File: src/hdl/swsl_pkg.sv
`default_nettype none
// ----------------------------------------------------------------------------
// swsl_pkg
// Shared types and constants of the addressed single-wire serial link.
// ----------------------------------------------------------------------------
package swsl_pkg;

  localparam int unsigned DATA_BITS_DEF = 8;

  localparam int unsigned ADDR_W   = 8;
  localparam int unsigned TICK_W   = 16;
  localparam int unsigned BIT_IDX_W = 4;
  localparam int unsigned CFG_IDX_W = 1;

  localparam logic [ADDR_W-1:0] OWN_ADDR_RST = 8'h00;
  localparam logic [TICK_W-1:0] BIT_TIME_RST = 16'd10;
  localparam logic [TICK_W-1:0] TICK_MAX     = 16'hFFFF;

  localparam logic [CFG_IDX_W-1:0] CFG_IDX_OWN_ADDR = 1'd0;
  localparam logic [CFG_IDX_W-1:0] CFG_IDX_BIT_TIME = 1'd1;

  typedef enum logic [3:0] {
    MODE_IDLE        = 4'd0,
    MODE_TX_START    = 4'd1,
    MODE_TX_DATA     = 4'd2,
    MODE_TX_STOP1    = 4'd3,
    MODE_TX_ADDR     = 4'd4,
    MODE_TX_STOP2    = 4'd5,
    MODE_TX_ACKWAIT  = 4'd6,
    MODE_RX_START    = 4'd7,
    MODE_RX_DATA     = 4'd8,
    MODE_RX_STOP1    = 4'd9,
    MODE_RX_ADDR     = 4'd10,
    MODE_RX_STOP2    = 4'd11,
    MODE_RX_ACKDELAY = 4'd12,
    MODE_RX_ACKPULL  = 4'd13
  } mode_e;

  // One result item; the first member sits in the highest bits.
  typedef struct packed {
    logic              busy_res;
    logic              tx_acked;
    logic              tx_done;
    logic [ADDR_W-1:0] rx_data;
    logic              rx_valid;
    logic              drive_low;
  } result_t;

  localparam int unsigned RESULT_W = $bits(result_t);

endpackage : swsl_pkg
`default_nettype wire

File: src/hdl/swsl_core.sv
`default_nettype none
// ----------------------------------------------------------------------------
// swsl_core
// Link state machine: bit timer, shift register, configuration registers,
// one state step per accepted transfer.
// ----------------------------------------------------------------------------
module swsl_core import swsl_pkg::*; #(
  parameter int unsigned DATA_BITS = DATA_BITS_DEF
) (
  input  wire logic                 clk_i,
  input  wire logic                 rst_ni,
  input  wire logic                 cfg_we_i,
  input  wire logic [CFG_IDX_W-1:0] cfg_index_i,
  input  wire logic [TICK_W-1:0]    cfg_data_i,
  input  wire logic                 step_i,
  input  wire logic                 line_level_i,
  input  wire logic                 send_start_i,
  input  wire logic [ADDR_W-1:0]    send_data_i,
  input  wire logic [ADDR_W-1:0]    send_address_i,
  output result_t                   result_o
);

  logic [ADDR_W-1:0]    own_addr_q;
  logic [TICK_W-1:0]    bit_time_q;

  mode_e                mode_q, mode_d;
  logic [TICK_W-1:0]    tick_q, tick_d;
  logic [BIT_IDX_W-1:0] bit_q, bit_d;
  logic [DATA_BITS-1:0] shift_q, shift_d;
  logic [DATA_BITS-1:0] held_q, held_d;
  logic                 pull_q, pull_d;

  logic [TICK_W-1:0]    full_len;
  logic [TICK_W-1:0]    half_raw;
  logic [TICK_W-1:0]    half_len;
  logic [TICK_W-1:0]    tick_inc;
  logic [BIT_IDX_W-1:0] bit_inc;
  logic                 bit_last;
  logic                 full_hit;
  logic                 half_hit;
  logic [DATA_BITS-1:0] shift_rx;
  logic [DATA_BITS-1:0] shift_tx;
  logic                 rx_valid;
  logic                 tx_done;
  logic                 tx_acked;

  always_ff @(posedge clk_i or negedge rst_ni) begin
    if (!rst_ni) begin
      own_addr_q <= OWN_ADDR_RST;
      bit_time_q <= BIT_TIME_RST;
    end else if (cfg_we_i) begin
      case (cfg_index_i)
        CFG_IDX_OWN_ADDR: own_addr_q <= cfg_data_i[ADDR_W-1:0];
        CFG_IDX_BIT_TIME: bit_time_q <= cfg_data_i;
        default: ;
      endcase
    end
  end

  // A bit time or half bit time of zero behaves as one tick.
  assign full_len = (bit_time_q == '0) ? TICK_W'(1) : bit_time_q;
  assign half_raw = bit_time_q >> 1;
  assign half_len = (half_raw == '0) ? TICK_W'(1) : half_raw;

  assign tick_inc = (tick_q != TICK_MAX) ? tick_q + TICK_W'(1) : tick_q;
  assign full_hit = (tick_inc >= full_len);
  assign half_hit = (tick_inc >= half_len);
  assign bit_inc  = bit_q + BIT_IDX_W'(1);
  assign bit_last = (bit_inc >= BIT_IDX_W'(DATA_BITS));
  assign shift_tx = shift_q >> 1;

  always_comb begin
    shift_rx = shift_q >> 1;
    shift_rx[DATA_BITS-1] = line_level_i;
  end

  always_comb begin
    mode_d   = mode_q;
    tick_d   = tick_q;
    bit_d    = bit_q;
    shift_d  = shift_q;
    held_d   = held_q;
    pull_d   = pull_q;
    rx_valid = 1'b0;
    tx_done  = 1'b0;
    tx_acked = 1'b0;

    if (mode_q == MODE_IDLE) begin
      // A send request wins over a low line.
      if (send_start_i) begin
        shift_d = send_data_i[DATA_BITS-1:0];
        held_d  = send_address_i[DATA_BITS-1:0];
        pull_d  = 1'b1;
        tick_d  = '0;
        mode_d  = MODE_TX_START;
      end else if (!line_level_i) begin
        tick_d = '0;
        mode_d = MODE_RX_START;
      end
    end else begin
      tick_d = tick_inc;
      case (mode_q)
        MODE_TX_START, MODE_TX_STOP1: begin
          if (full_hit) begin
            tick_d = '0;
            bit_d  = '0;
            if (mode_q == MODE_TX_STOP1) begin
              shift_d = held_q;
              pull_d  = ~held_q[0];
              mode_d  = MODE_TX_ADDR;
            end else begin
              pull_d = ~shift_q[0];
              mode_d = MODE_TX_DATA;
            end
          end
        end
        MODE_TX_DATA, MODE_TX_ADDR: begin
          if (full_hit) begin
            tick_d  = '0;
            shift_d = shift_tx;
            bit_d   = bit_inc;
            if (bit_last) begin
              pull_d = 1'b0;
              mode_d = (mode_q == MODE_TX_DATA) ? MODE_TX_STOP1 : MODE_TX_STOP2;
            end else begin
              pull_d = ~shift_tx[0];
            end
          end
        end
        MODE_TX_STOP2: begin
          if (full_hit) begin
            tick_d = '0;
            mode_d = MODE_TX_ACKWAIT;
          end
        end
        MODE_TX_ACKWAIT: begin
          if (half_hit) begin
            tick_d   = '0;
            tx_done  = 1'b1;
            tx_acked = ~line_level_i;
            mode_d   = MODE_IDLE;
          end
        end
        MODE_RX_START: begin
          if (half_hit) begin
            tick_d  = '0;
            bit_d   = '0;
            shift_d = '0;
            mode_d  = line_level_i ? MODE_IDLE : MODE_RX_DATA;
          end
        end
        MODE_RX_DATA, MODE_RX_ADDR: begin
          if (full_hit) begin
            tick_d  = '0;
            shift_d = shift_rx;
            bit_d   = bit_inc;
            if (bit_last) begin
              if (mode_q == MODE_RX_DATA) begin
                held_d  = shift_rx;
                shift_d = '0;
                mode_d  = MODE_RX_STOP1;
              end else begin
                mode_d = MODE_RX_STOP2;
              end
            end
          end
        end
        MODE_RX_STOP1: begin
          // The middle stop bit is only let pass, not checked.
          if (full_hit) begin
            tick_d = '0;
            bit_d  = '0;
            mode_d = MODE_RX_ADDR;
          end
        end
        MODE_RX_STOP2: begin
          if (full_hit) begin
            tick_d = '0;
            if (line_level_i && (ADDR_W'(shift_q) == own_addr_q)) begin
              mode_d = MODE_RX_ACKDELAY;
            end else begin
              mode_d = MODE_IDLE;
            end
          end
        end
        MODE_RX_ACKDELAY: begin
          if (half_hit) begin
            tick_d = '0;
            pull_d = 1'b1;
            mode_d = MODE_RX_ACKPULL;
          end
        end
        MODE_RX_ACKPULL: begin
          if (full_hit) begin
            tick_d   = '0;
            pull_d   = 1'b0;
            rx_valid = 1'b1;
            mode_d   = MODE_IDLE;
          end
        end
        default: begin
          tick_d = '0;
          pull_d = 1'b0;
          mode_d = MODE_IDLE;
        end
      endcase
    end
  end

  always_ff @(posedge clk_i or negedge rst_ni) begin
    if (!rst_ni) begin
      mode_q  <= MODE_IDLE;
      tick_q  <= '0;
      bit_q   <= '0;
      shift_q <= '0;
      held_q  <= '0;
      pull_q  <= 1'b0;
    end else if (step_i) begin
      mode_q  <= mode_d;
      tick_q  <= tick_d;
      bit_q   <= bit_d;
      shift_q <= shift_d;
      held_q  <= held_d;
      pull_q  <= pull_d;
    end
  end

  always_comb begin
    result_o.drive_low = pull_d;
    result_o.rx_valid  = rx_valid;
    result_o.rx_data   = rx_valid ? ADDR_W'(held_q) : '0;
    result_o.tx_done   = tx_done;
    result_o.tx_acked  = tx_acked;
    result_o.busy_res  = (mode_d != MODE_IDLE);
  end

endmodule : swsl_core
`default_nettype wire

File: src/hdl/swsl_obuf.sv
`default_nettype none
// ----------------------------------------------------------------------------
// swsl_obuf
// Two-entry output buffer: result register plus skid register, so that the
// input side keeps moving while a result waits on the output side.
// ----------------------------------------------------------------------------
module swsl_obuf import swsl_pkg::*; (
  input  wire logic    clk_i,
  input  wire logic    rst_ni,
  input  wire logic    push_i,
  input  wire result_t push_data_i,
  output logic         ready_o,
  output logic         valid_o,
  input  wire logic    pop_ready_i,
  output result_t      data_o
);

  result_t out_q;
  result_t skid_q;
  logic    out_valid_q;
  logic    skid_valid_q;
  logic    pop;

  assign pop     = out_valid_q & pop_ready_i;
  assign ready_o = ~skid_valid_q;
  assign valid_o = out_valid_q;
  assign data_o  = out_q;

  always_ff @(posedge clk_i or negedge rst_ni) begin
    if (!rst_ni) begin
      out_valid_q  <= 1'b0;
      skid_valid_q <= 1'b0;
    end else begin
      if (skid_valid_q) begin
        // No push can happen while the skid register is full.
        if (pop) begin
          out_valid_q  <= 1'b1;
          skid_valid_q <= 1'b0;
        end
      end else if (push_i) begin
        if (!out_valid_q || pop) begin
          out_valid_q <= 1'b1;
        end else begin
          skid_valid_q <= 1'b1;
        end
      end else if (pop) begin
        out_valid_q <= 1'b0;
      end
    end
  end

  always_ff @(posedge clk_i) begin
    if (skid_valid_q) begin
      if (pop) begin
        out_q <= skid_q;
      end
    end else if (push_i) begin
      if (!out_valid_q || pop) begin
        out_q <= push_data_i;
      end else begin
        skid_q <= push_data_i;
      end
    end
  end

endmodule : swsl_obuf
`default_nettype wire

File: src/hdl/addressed_single_wire_serial_link.sv
`default_nettype none
// ----------------------------------------------------------------------------
// addressed_single_wire_serial_link
// Half-duplex addressed transceiver on one open-drain wire, one transfer per
// clock tick of the wire, with acknowledgement by the addressed node.
// ----------------------------------------------------------------------------
// Channel   Direction  Content
// s_axis    in         one wire tick: line level, send request, data, address
// m_axis    out        wire drive, received data, send status, busy flag
// cfg       in         own address (index 0), bit time in ticks (index 1)
//
// Each input transfer is one step of the link and yields exactly one output
// transfer. The step is computed in the same cycle and lands in the output
// buffer, so one transfer per cycle is sustained while the output accepts;
// the state register loop is the only feedback path. The two-entry buffer
// keeps the input ready while one result waits; input stalls only when both
// entries are full. Reset clears the link to idle with the wire released.
// ----------------------------------------------------------------------------
module addressed_single_wire_serial_link import swsl_pkg::*; #(
  parameter int unsigned DATA_BITS = DATA_BITS_DEF
) (
  input  wire logic                 clk_i,
  input  wire logic                 rst_ni,
  // From bit 0: line_level, send_start, send_data[7:0], send_address[7:0], pad.
  input  wire logic [23:0]          s_axis_tdata_i,
  input  wire logic                 s_axis_tvalid_i,
  output logic                      s_axis_tready_o,
  // From bit 0: drive_low, rx_valid, rx_data[7:0], tx_done, tx_acked,
  // busy_res, pad.
  output logic [15:0]               m_axis_tdata_o,
  output logic                      m_axis_tvalid_o,
  input  wire logic                 m_axis_tready_i,
  input  wire logic                 cfg_we_i,
  input  wire logic [CFG_IDX_W-1:0] cfg_index_i,
  input  wire logic [TICK_W-1:0]    cfg_data_i
);

  logic    in_xfer;
  result_t step_res;
  result_t out_res;

  assign in_xfer = s_axis_tvalid_i & s_axis_tready_o;

  swsl_core #(
    .DATA_BITS(DATA_BITS)
  ) u_core (
    .clk_i         (clk_i),
    .rst_ni        (rst_ni),
    .cfg_we_i      (cfg_we_i),
    .cfg_index_i   (cfg_index_i),
    .cfg_data_i    (cfg_data_i),
    .step_i        (in_xfer),
    .line_level_i  (s_axis_tdata_i[0]),
    .send_start_i  (s_axis_tdata_i[1]),
    .send_data_i   (s_axis_tdata_i[9:2]),
    .send_address_i(s_axis_tdata_i[17:10]),
    .result_o      (step_res)
  );

  swsl_obuf u_obuf (
    .clk_i      (clk_i),
    .rst_ni     (rst_ni),
    .push_i     (in_xfer),
    .push_data_i(step_res),
    .ready_o    (s_axis_tready_o),
    .valid_o    (m_axis_tvalid_o),
    .pop_ready_i(m_axis_tready_i),
    .data_o     (out_res)
  );

  assign m_axis_tdata_o = {(16 - RESULT_W)'(0), out_res};

endmodule : addressed_single_wire_serial_link
`default_nettype wire
File: config.mk
export PLATFORM = sky130hd
export DESIGN_NAME = addressed_single_wire_serial_link
export DESIGN_NICKNAME = d
export VERILOG_FILES = /design/src/hdl/swsl_pkg.sv /design/src/hdl/swsl_core.sv /design/src/hdl/swsl_obuf.sv /design/src/hdl/addressed_single_wire_serial_link.sv
export SDC_FILE = /design/constraint.sdc
export NUM_CORES = 1
export LEC_CHECK = 0
export ABC_AREA = 1
export BUFFER_PORTS_ARGS = -buffer_cell sky130_fd_sc_hd__buf_2
export CELL_PAD_IN_SITES_DETAIL_PLACEMENT = 1
export CELL_PAD_IN_SITES_GLOBAL_PLACEMENT = 1
export CORE_MARGIN = 2
export CORE_UTILIZATION = 40
export CTS_BUF_LIST = sky130_fd_sc_hd__clkbuf_16
export CTS_CLUSTER_DIAMETER = 80
export CTS_CLUSTER_SIZE = 24
export DETAILED_ROUTE_END_ITERATION = 8
export GPL_TIMING_DRIVEN = 0
export PLACE_DENSITY_LB_ADDON = 0.1
export SKIP_LAST_GASP = 1
export SLEW_MARGIN = 20
export SYNTH_ARGS = -nofsm -noshare
export SYNTH_HDL_FRONTEND = slang
export SYNTH_SLANG_ARGS = --single-unit
File: constraint.sdc
create_clock -name clk_i -period 3.5 [get_ports clk_i]
set_input_delay 0.35 -clock clk_i [delete_from_list [all_inputs] [get_ports clk_i]]
set_output_delay 0.35 -clock clk_i [all_outputs]
set_load 0.005 [all_outputs]
* Word-level counts from Yosys, hierarchy flattened *
Index checks and enable logic that the tools add are counted.

cells by class
  $lt $le $gt $ge = 3
  $add $sub $neg = 2
  bitwise gates (word level) = 10
  reduce and logical (&&, ||, !) cells = 33
  eq/ne operators = 27
  multiplexer cells = 82

operators with widths
  operator                                               count
  two-way mux 8 bit                                      16
  two-way mux 16 bit                                     7
  two-way mux 4 bit                                      20
  two-way mux 13 bit                                     4
  case mux 4 bit (10 select lines)                       1
  >= comparator 16 bit                                   2
  zero test 16 bit                                       2
  case mux 16 bit (2 select lines)                       1
  case mux 8 bit (4 select lines)                        1
  two-way mux 1 bit                                      26
  equality test 4 bit, second input constant             6
  inequality test 3 x 1 -> 1 bit, second input constant  6
  adder 16 x 1 -> 16 bit, second input constant          1
  equality test 4 x 3 -> 1 bit, second input constant    4
  inequality test 16 bit, second input constant          1
  two-way mux 15 bit                                     1
  nonzero test 2 bit                                     7
  case mux 4 bit (3 select lines)                        1
  AND reduction 6 bit                                    2
  OR reduction 10 bit                                    1
  AND reduction 3 bit                                    3
  equality test 4 x 2 -> 1 bit, second input constant    2
  equality test 8 bit                                    1
  NOT 1 bit                                              8
  23 further kinds                                       33

word-level totals
  input port bits = 46
  register bits after elaboration = 93

* Logic depth before layout (Yosys ltp) *
Gate-level depths: netlist of run 1.

  word-level depth = 10
  mapped depth = 32
  mapped depth without buffers = 32

* Cells and area by module *
Synthesis of run 1 repeated with hierarchy kept, for this count alone.

second synthesis, totals
  cells, all modules = 795
  area total of the unflattened synthesis = 5953.2 µm²

modules (own cells, without submodules)
  module                             area each (µm²)  instances  seq. area each (µm²)  cells each
  swsl_core                          4828.4           1          1629.1                703
  swsl_obuf                          1091.0           1          830.8                 86
  addressed_single_wire_serial_link  33.8             1          0.0                   6

* Worst setup path before layout of run 1 *
OpenSTA, ideal clock, no wires.

  path kind = register to register
  start point = reg u_core.tick_q[1]
  end point = reg u_obuf.out_q, in the netlist u_obuf.data_o[12] (data pin)
  stages on the path, launching flop included = 29
  path slack = 118 ps
  arrival time = 3129 ps
  path through = dfrtp_1 > ha_1 > nand3_1 > nor2_4 > inv_1 > nor2_1 > inv_1 > nor2_1 > nor2_1 > inv_1 > nor2_1 > xor2_1 > ha_1 > a21oi_1 > nor3_1 > a211oi_1 > nand2_1 > a21oi_4 > nand2_4 > nand2_1 > nand2_1 > nor2_1 > nand2_1 > nor2_2 > nand2_1 > nor2_1 > nand2_1 > nand2_1 > nand2_1

RTL lines
  what                      RTL line          RTL
  start: declaration        swsl_core.sv:27   logic [TICK_W-1:0] tick_q, tick_d;
  start signal: assignment  swsl_core.sv:220  tick_q <= tick_d;
  end signal: assignment    swsl_obuf.sv:55   out_q <= skid_q;
  end signal: assignment    swsl_obuf.sv:59   out_q <= push_data_i;
  end: declaration          swsl_obuf.sv:18   result_t out_q;

==> impl_results.md, run 1 <==
* Post-Place Setup Slack at -751.6 ps
* Post-detail-place hpwl at between 10 and 15 mm
* Net switching power at between 0.0007 and 0.0008 W
* Outcome: finished, violations left
* Synthesis-to-finish area growth at 33.51%
* Maximum buffer depth of the clock tree at 2
* Number of placed instances, taps included at slightly above 1,000
* Internal power summed over all cells at 0.001946 W
* Cell Pwr Density at roughly 350 nW/µm²
* Biggest area consumer among synthesized cells: dfrtp_1
* Number of endpoints with negative hold slack in the final report at 0
* Initial core utilization at 0.4074
* Vias per std cell at about 5.3
* Clock tree from TritonCTS: yes
* Syn Std Cell Area at approximately 5900 µm²
* Endpoint of the worst register-to-register path: u_obuf.data_o[0]
* Signal arrival time at the worst endpoint at 3980 ps
* Number of antenna-violating nets in the routed design at 0
* Top flip-flop cell by instance count after synthesis: dfrtp_1
* Yosys cell types at 44
* Post-layout worst setup margin at -357.6 ps
* Fin Clk Skew at between 8 and 9 ps
* Final TNS setup at -8124 ps
* GPL Wtd Cong at around 0.9
* Number of max-cap violations at 0
* Core footprint at 14,480 µm²
* Slew @ Worst Pin at between 800 and 900 ps
* Worst voltage drop across the vdd grid at 0.2361 mV
* Power share of the sequential group at 0.430
* Maximum number of pins on one net before global-route repair at 47
* Synthesized area per cell at ~7.7 µm²
* Async S/R FF share, synth at 0.7204
* Die X at between 100 and 150 µm
* Sequential fraction of the synthesis area at 0.4170
* Via count at 5,719
* Count of flip-flops with a built-in enable after synthesis at 26
* Fill cell instance count of the final layout at 1,739
* Flops & latches, synth at 93
* Root buffer cell: clkbuf_16
* Clock buffers created by TritonCTS at 9
* Main area contributors after synthesis: dfrtp_1, edfxtp_1, nand2_1
* Vertical die dimension at about 130 µm
* Rel. slew slack at 0.4650
* Post-layout instance count excluding filler cells at about 1,100
* Kind of end point of the critical path: flop
* Startpoint of the most critical register-to-register path: u_core.tick_q[0]
* Maximum fanout along the worst path at 4
* Min Hold Slack at roughly 240 ps
* Number of failing setup endpoints in the final timing report at between 50 and 60
* Category of the most critical setup path: reg2reg
* Number of port buffers at 54
* Post-Synthesis Cells at between 700 and 800
* Post-route fraction of the period consumed by the critical path at 1.102
* Total Die Area at about 16,000 µm²
* GR Overflow Total at 0
* Initial antenna violation count at 0
* Final wirelength at 19.19 mm
* Violations in the final reports: negative setup slack
* Ant. Diodes at 0
* Minimum period implied by the final worst setup slack at between 3000 and 4000 ps
* Area share of the largest cell type after synthesis at 0.2757
* Number of warning messages in the yosys log at 0
* Vias in the first global route at 5,973
* Worst-case hold path end point: u_core.bit_time_q[14]
* Clock transition at the registers of the reported paths at approximately 70 ps
* Leak at between 3 and 4 nW
* Worst Hold Class: in2reg
* All-layer global routing usage at 0.2386
* Combinational share of power at 0.184
* Start point of the worst min-delay path: cfg_data_i[14]
* Layout cells sized above 1 at 0.3004
* IO Count at 64
* H-tree lvl count at 3
* Drt first-iter violations at ~270
* First-pass GRT wire length at roughly 30 mm
* Post-Route Utilization at 0.5440
* Worst r2r path cells at 24
* Routed wire per std cell at 17.84 µm
* Category of the worst setup path launch point: flop
* Final Max Tran Viols at 0
* TritonCTS sink count at between 90 and 100
* Fmax achieved at 259.2 MHz
* Clk_lat worst skew at ~360 ps
* Detailed Routing Iterations Pass 1 at 5
* Setup slack, reg-to-reg at -360 ps
* # nets final at just under 1,000
* Number of cell rows at 44
* Setup repair after global routing missed its margin: true
* Worst hold path depth at 3
* Clock network fraction of total power at 0.386
* DR DRC count at 0
* Required time of the critical path at about 3600 ps
* Switch share at 0.2900
==> power by group through the flow <==
stage	clock (W)	combinational (W)	sequential, W
4_1_cts	0.00107	0.000411	0.00118
3_3_place_gp	0	0.000297	0.00120
3_5_place_dp	0	0.000314	0.00120
6_report	0.00106	0.000504	0.00118
5_1_grt	0.00112	0.000559	0.00118
2_1_floorplan	0	0.000205	0.00119
==> logic make-up (layout without fill, tap and decap cells) <==
| kind of cell | Yosys count | count (layout) | synth area share |
|---|---|---|---|
| compound gates | 140 | 140 | 0.1497 |
| xor+xnor | 11 | 11 | 0.01633 |
| fa+ha+maj | 29 | 29 | 0.06151 |
| buf+inv | 163 | 283 | 0.1101 |
| flops | 93 | 93 | 0.4170 |
| mux | 1 | 1 | 0.001909 |
| other cells | 1 | 3 | 0.0006357 |
| simple gates | 331 | 332 | 0.2428 |
==> synthesized netlist by cell type (all sizes together), types with 3 or more instances <==
library cell and n:
nand2 174, inv 141, nor2 88, dfrtp 65, o21ai 62, nand3 42, ha 29, a21oi 27
edfxtp 26, o211ai 24, nand4 14, clkbuf 13, o22ai 11, nor3 10, xor2 9, buf 8
a211oi 4, nor4 3, o21bai 3, o32ai 3
==> state kept, by name (all words and copies together) (netlist names) <==
signal and count:
u_obuf.data_o 13, u_core.pull_q 1, u_core.bit_q 4, u_core.shift_q 8, u_obuf.skid_valid_q 1, u_core.mode_q 4
u_core.held_q 8, u_core.tick_q 16, u_core.bit_time_q 16, u_core.own_addr_q 8, u_obuf.skid_q 13, u_obuf.valid_o 1
==> placed cells by master, fill, tap and decap left out, types with 5 or more instances in the layout <==
master and count:
o21ai_1 19, ha_4 9, ha_1 18, nand4_1 14
nand3_4 6, nand2_1 152, nor2_2 13, dfrtp_1 64
nor2_4 15, nand3_2 14, buf_4 38, o21ai_2 6
inv_1 124, nor2_1 60, a21oi_2 6, xor2_1 5
a21oi_1 17, clkbuf_16 9, nor3_1 7, o21ai_0 36
clkbuf_1 13, o22ai_2 6, buf_6 13, nand2_4 8
nand3_1 23, inv_2 14, o211ai_1 21, nand2_2 13
buf_2 54, edfxtp_1 26
==> layout make-up <==
cell class,count,area (µm²),share of cell area
clock buffer,9,225.2,0.02859
buffer,21,117.6,0.01493
timing repair inverter,1,7.507,0.0009531
inverter,142,545.5,0.06926
multi-input combinational,516,3471,0.4407
tap,184,230.2,0.02923
timing repair buffer,103,729.5,0.09261
clock inverter,7,88.84,0.01128
sequential,93,2461,0.3125
==> how the worst max path moves through the flow <==
| stage | endpoint | slack (ps) | start |
|---|---|---|---|
| after floorplan | u_obuf.data_o[12] | 120 | u_core.tick_q[1] |
| after global placement | u_obuf.data_o[12] | -660 | u_core.tick_q[1] |
| after detailed placement | u_obuf.data_o[12] | -750 | u_core.tick_q[1] |
| after CTS | u_obuf.data_o[12] | -280 | u_core.tick_q[1] |
| after global routing | u_obuf.data_o[12] | -580 | u_core.tick_q[0] |
| final | u_obuf.data_o[0] | -360 | u_core.tick_q[0] |
==> metal layers <==
| metal | wire, µm | GRT usage | vias up |
|---|---|---|---|
| met4 | 269 | 0.07582 | 0 |
| li1 | - | - | 2733 |
| met5 | 0 | 0 | - |
| met3 | 746 | 0.02567 | 18 |
| met1 | 8883 | 0.3329 | 2843 |
| met2 | 9294 | 0.3901 | 125 |
==> through the flow <==
step	total power, W	area, µm²
4_1_cts	0.002663	7271
2_1_floorplan	0.001396	5907
5_1_grt	0.002860	7876
3_5_place_dp	0.001516	6441
3_3_place_gp	0.001498	6407
6_report	0.002741	7876
==> repair_timing <==
action	4_1_cts	5_1_grt
cloned	2	1
hold buffers	1	0
pin swaps	21	55
buffers inserted	32	16
setup endpoints to repair	67	66
resized for setup	60	121
hold endpoints to repair	21	0
==> critical path, cell delays in order (launching register included) <==
cell      delay [ps]
dfrtp_1          400
ha_2             220
nand3_4          100
nor2_4            60
inv_2             80
nor2_4            50
inv_4             90
nor2_4            40
nor2_2           130
inv_2             70
nor2_4           230
xor2_4           250
ha_4             250
a21oi_4          140
nor3_2            50
a211oi_2         170
nand2_2          130
a21oi_4          250
nand2_4          100
buf_4            150
buf_4            140
a22oi_1          150
nand4_1          190
nand2_1          110
nand2_1           50
No activity file was read; power rests on OpenSTA's default activity.
==> run 2, diff against run 1 <==
CORE_UTILIZATION = 47   (was 40)
MAX_ROUTING_LAYER = met4   (was not set)
PLACE_DENSITY = 0.86   (was not set)
PLACE_DENSITY_LB_ADDON = not set   (was 0.1)
clock period = 4.5 ns   (was 3.5 ns; I/O delays follow)
==> run 2 against run 1 <==
Against the previous run:
- the flow now finishes without violations
- cell count fell by 5.7%
- highest routed layer unchanged
- worst setup slack improved by 790 ps
- critical path depth rose by 5
- flip-flop and latch count did not move
- die area fell by 14%
- sequential share of layout area rose by 4.8 points
- final area fell by 13%
- largest cell class unchanged
==> impl_results.md, run 2 (same netlist as run 1, synthesis figures left out) <==
* Total Die Area at 13,460 µm² (was 15,740 µm²)
* Number of antenna-violating nets in the routed design at 0 (unchanged)
* Most common library cell in the layout ignoring fill and taps: nand2_1 (unchanged)
* Vertical die dimension at 116.0 µm (was 125.4 µm)
* Setup repair after global routing missed its margin: false (was true)
* # nets final at 917 (was 962)
* Synthesis-to-finish area growth at 15.61% (was 33.51%)
* Layout cells sized above 1 at 0.1417 (was 0.3004)
* Min Hold Slack at 348.5 ps (was 239.4 ps)
* Clock tree from TritonCTS: yes (unchanged)
* Clock buffers created by TritonCTS at 9 (unchanged)
* Detailed Routing Iterations Pass 1 at 4 (was 5)
* Maximum number of pins on one net before global-route repair at 47 (unchanged)
* Via count at 5,519 (was 5,719)
* Largest registers: u_core.bit_time_q x16, u_core.tick_q x16 (unchanged)
* Die X at 116.0 µm (was 125.4 µm)
* Number of max-cap violations at 0 (unchanged)
* Category of the worst setup path launch point: flop (unchanged)
* Worst Hold Class: in2reg (unchanged)
* Post-layout worst setup margin at 433.8 ps (was -357.6 ps)
* Leak at 3.555 nW (was 3.859 nW)
* Routed wire per std cell at 17.18 µm (was 17.84 µm)
* Most frequent CP cell: nand2_1 (was nor2_4)
* Vias in the first global route at 5,815 (was 5,973)
* Post-Place Setup Slack at 344.6 ps (was -751.6 ps)
* Maximum fanout along the worst path at 5 (was 4)
* Core footprint at 12,110 µm² (was 14,480 µm²)
* TritonCTS sink count at 93 (unchanged)
* Post-route fraction of the period consumed by the critical path at 0.9036 (was 1.102)
* H-tree lvl count at 3 (unchanged)
* Post-detail-place hpwl at 13.35 mm (was 13.27 mm)
* Number of failing setup endpoints in the final timing report at 0 (was 56)
* Minimum period implied by the final worst setup slack at 4066 ps (was 3858 ps)
* Worst hold path depth at 3 (unchanged)
* Number of endpoints with negative hold slack in the final report at 0 (unchanged)
* GPL Wtd Cong at 0.9251 (was 0.8773)
* Signal arrival time at the worst endpoint at 4170 ps (was 3980 ps)
* Stage delay of the slowest cell on the critical path at 410 ps (was 400 ps)
* Rel. slew slack at 0.4495 (was 0.4650)
* Maximum buffer depth of the clock tree at 2 (unchanged)
* Number of port buffers at 54 (unchanged)
* Post-Route Utilization at 0.5631 (was 0.5440)
* Ant. Diodes at 0 (unchanged)
* GR Overflow Total at 0 (unchanged)
* Total power draw at 0.002025 W (was 0.002741 W)
* Kind of end point of the critical path: flop (unchanged)
* Clk_lat worst skew at 360 ps (about the same)
* Initial antenna violation count at 0 (unchanged)
* Clock transition at the registers of the reported paths at 70 ps (about the same)
* Slowest cell on the critical path: dfrtp_1 (unchanged)
* Required time of the critical path at 4610 ps (was 3620 ps)
* Drt first-iter violations at 218 (was 273)
* Slew @ Worst Pin at 825.8 ps (was 802.4 ps)
* Fmax achieved at 245.9 MHz (was 259.2 MHz)
* All-layer global routing usage at 0.2831 (was 0.2386)
* Category of the most critical setup path: reg2reg (unchanged)
* Most frequent cells in the layout: nand2_1, inv_1, nor2_1 (was nand2_1, inv_1, dfrtp_1)
* Initial core utilization at 0.4871 (was 0.4074)
* Vias per std cell at 5.437 (was 5.315)
* Worst voltage drop across the vdd grid at 0.2033 mV (was 0.2361 mV)
* Number of cell rows at 40 (was 44)
* Cell Pwr Density at 296.9 nW/µm² (was 348.0 nW/µm²)
* Worst r2r path cells at 29 (was 24)
* DR DRC count at 0 (unchanged)
* Fin Clk Skew at 15.69 ps (was 8.670 ps)
* Final TNS setup at 0 ps (was -8124 ps)
* Setup slack, reg-to-reg at 430 ps (was -360 ps)
* Final wirelength at 17.44 mm (was 19.19 mm)
* IO Count at 64 (unchanged)
* First-pass GRT wire length at 28.83 mm (was 29.99 mm)
* Root buffer cell: clkbuf_16 (unchanged)
* Final Max Tran Viols at 0 (unchanged)
* Outcome: finished, final reports clean (was finished, violations left)
==> run 2: layout make-up <==
cell class / count / area (µm²)
well taps: 168 / 210.2
clock inverters: 5 / 53.80
repair buffers: 60 / 340.3
multi-input cells: 515 / 2831
inverters: 142 / 535.5
plain buffers: 21 / 113.9
fillers: 1589 / 5291
clock buffers: 11 / 275.3
flip-flops and latches: 93 / 2460
==> run 2: path summary, 6_finish.rpt <==
path | from | end
max in group asynchronous | rst_ni | u_core.bit_time_q[3]
hold reg to reg | u_core.bit_q[2] | u_core.bit_q[2]
setup reg to reg | u_core.tick_q[0] | u_obuf.data_o[12]
min in group asynchronous | rst_ni | u_core.tick_q[3]
hold / removal | cfg_data_i[1] | u_core.bit_time_q[1]
setup / recovery | u_core.tick_q[0] | u_obuf.data_o[12]
==> run 2: critical path, delay by kind of cell (launching register included) <==
| family | cells | cell delay, ps |
|---|---|---|
| xor+xnor | 1 | 250 |
| flops | 1 | 410 |
| buf+inv | 5 | 470 |
| fa+ha+maj | 2 | 570 |
| simple gates | 21 | 2120 |
==> run 2: metal layers <==
metal,part of all wire,routed length [µm],global-route usage
met5,0,0,-
met2,0.49,8515,0.4655
met1,0.46,7992,0.3670
met3,0.034,598,0.02824
met4,0.019,331,0.09841
==> run 2: repair_timing <==
action / CTS / global route
hold endpoints to repair: 1 / 0
setup buffers: 0 / 4
gates resized for setup: 0 / 7
hold buffers: 1 / 0
endpoints found under the setup margin: 0 / 6
==> run 2: power breakdown <==
part	switching, W	internal, W	leakage (nW)	total, W
combinational	0.000159	0.0000997	2.42	0.000258
sequential	0.0000281	0.000893	0.976	0.000921
clock	0.000349	0.000497	0.161	0.000846
total	0.000535	0.00149	3.55	0.00202
==> run 2: stage by stage <==
step / instance area, µm² / cells
2_1_floorplan: 5907 / 771
3_3_place_gp: 6387 / 993
3_5_place_dp: 6417 / 994
4_1_cts: 6756 / 1011
5_1_grt: 6820 / 1015
6_report: 6820 / 1015
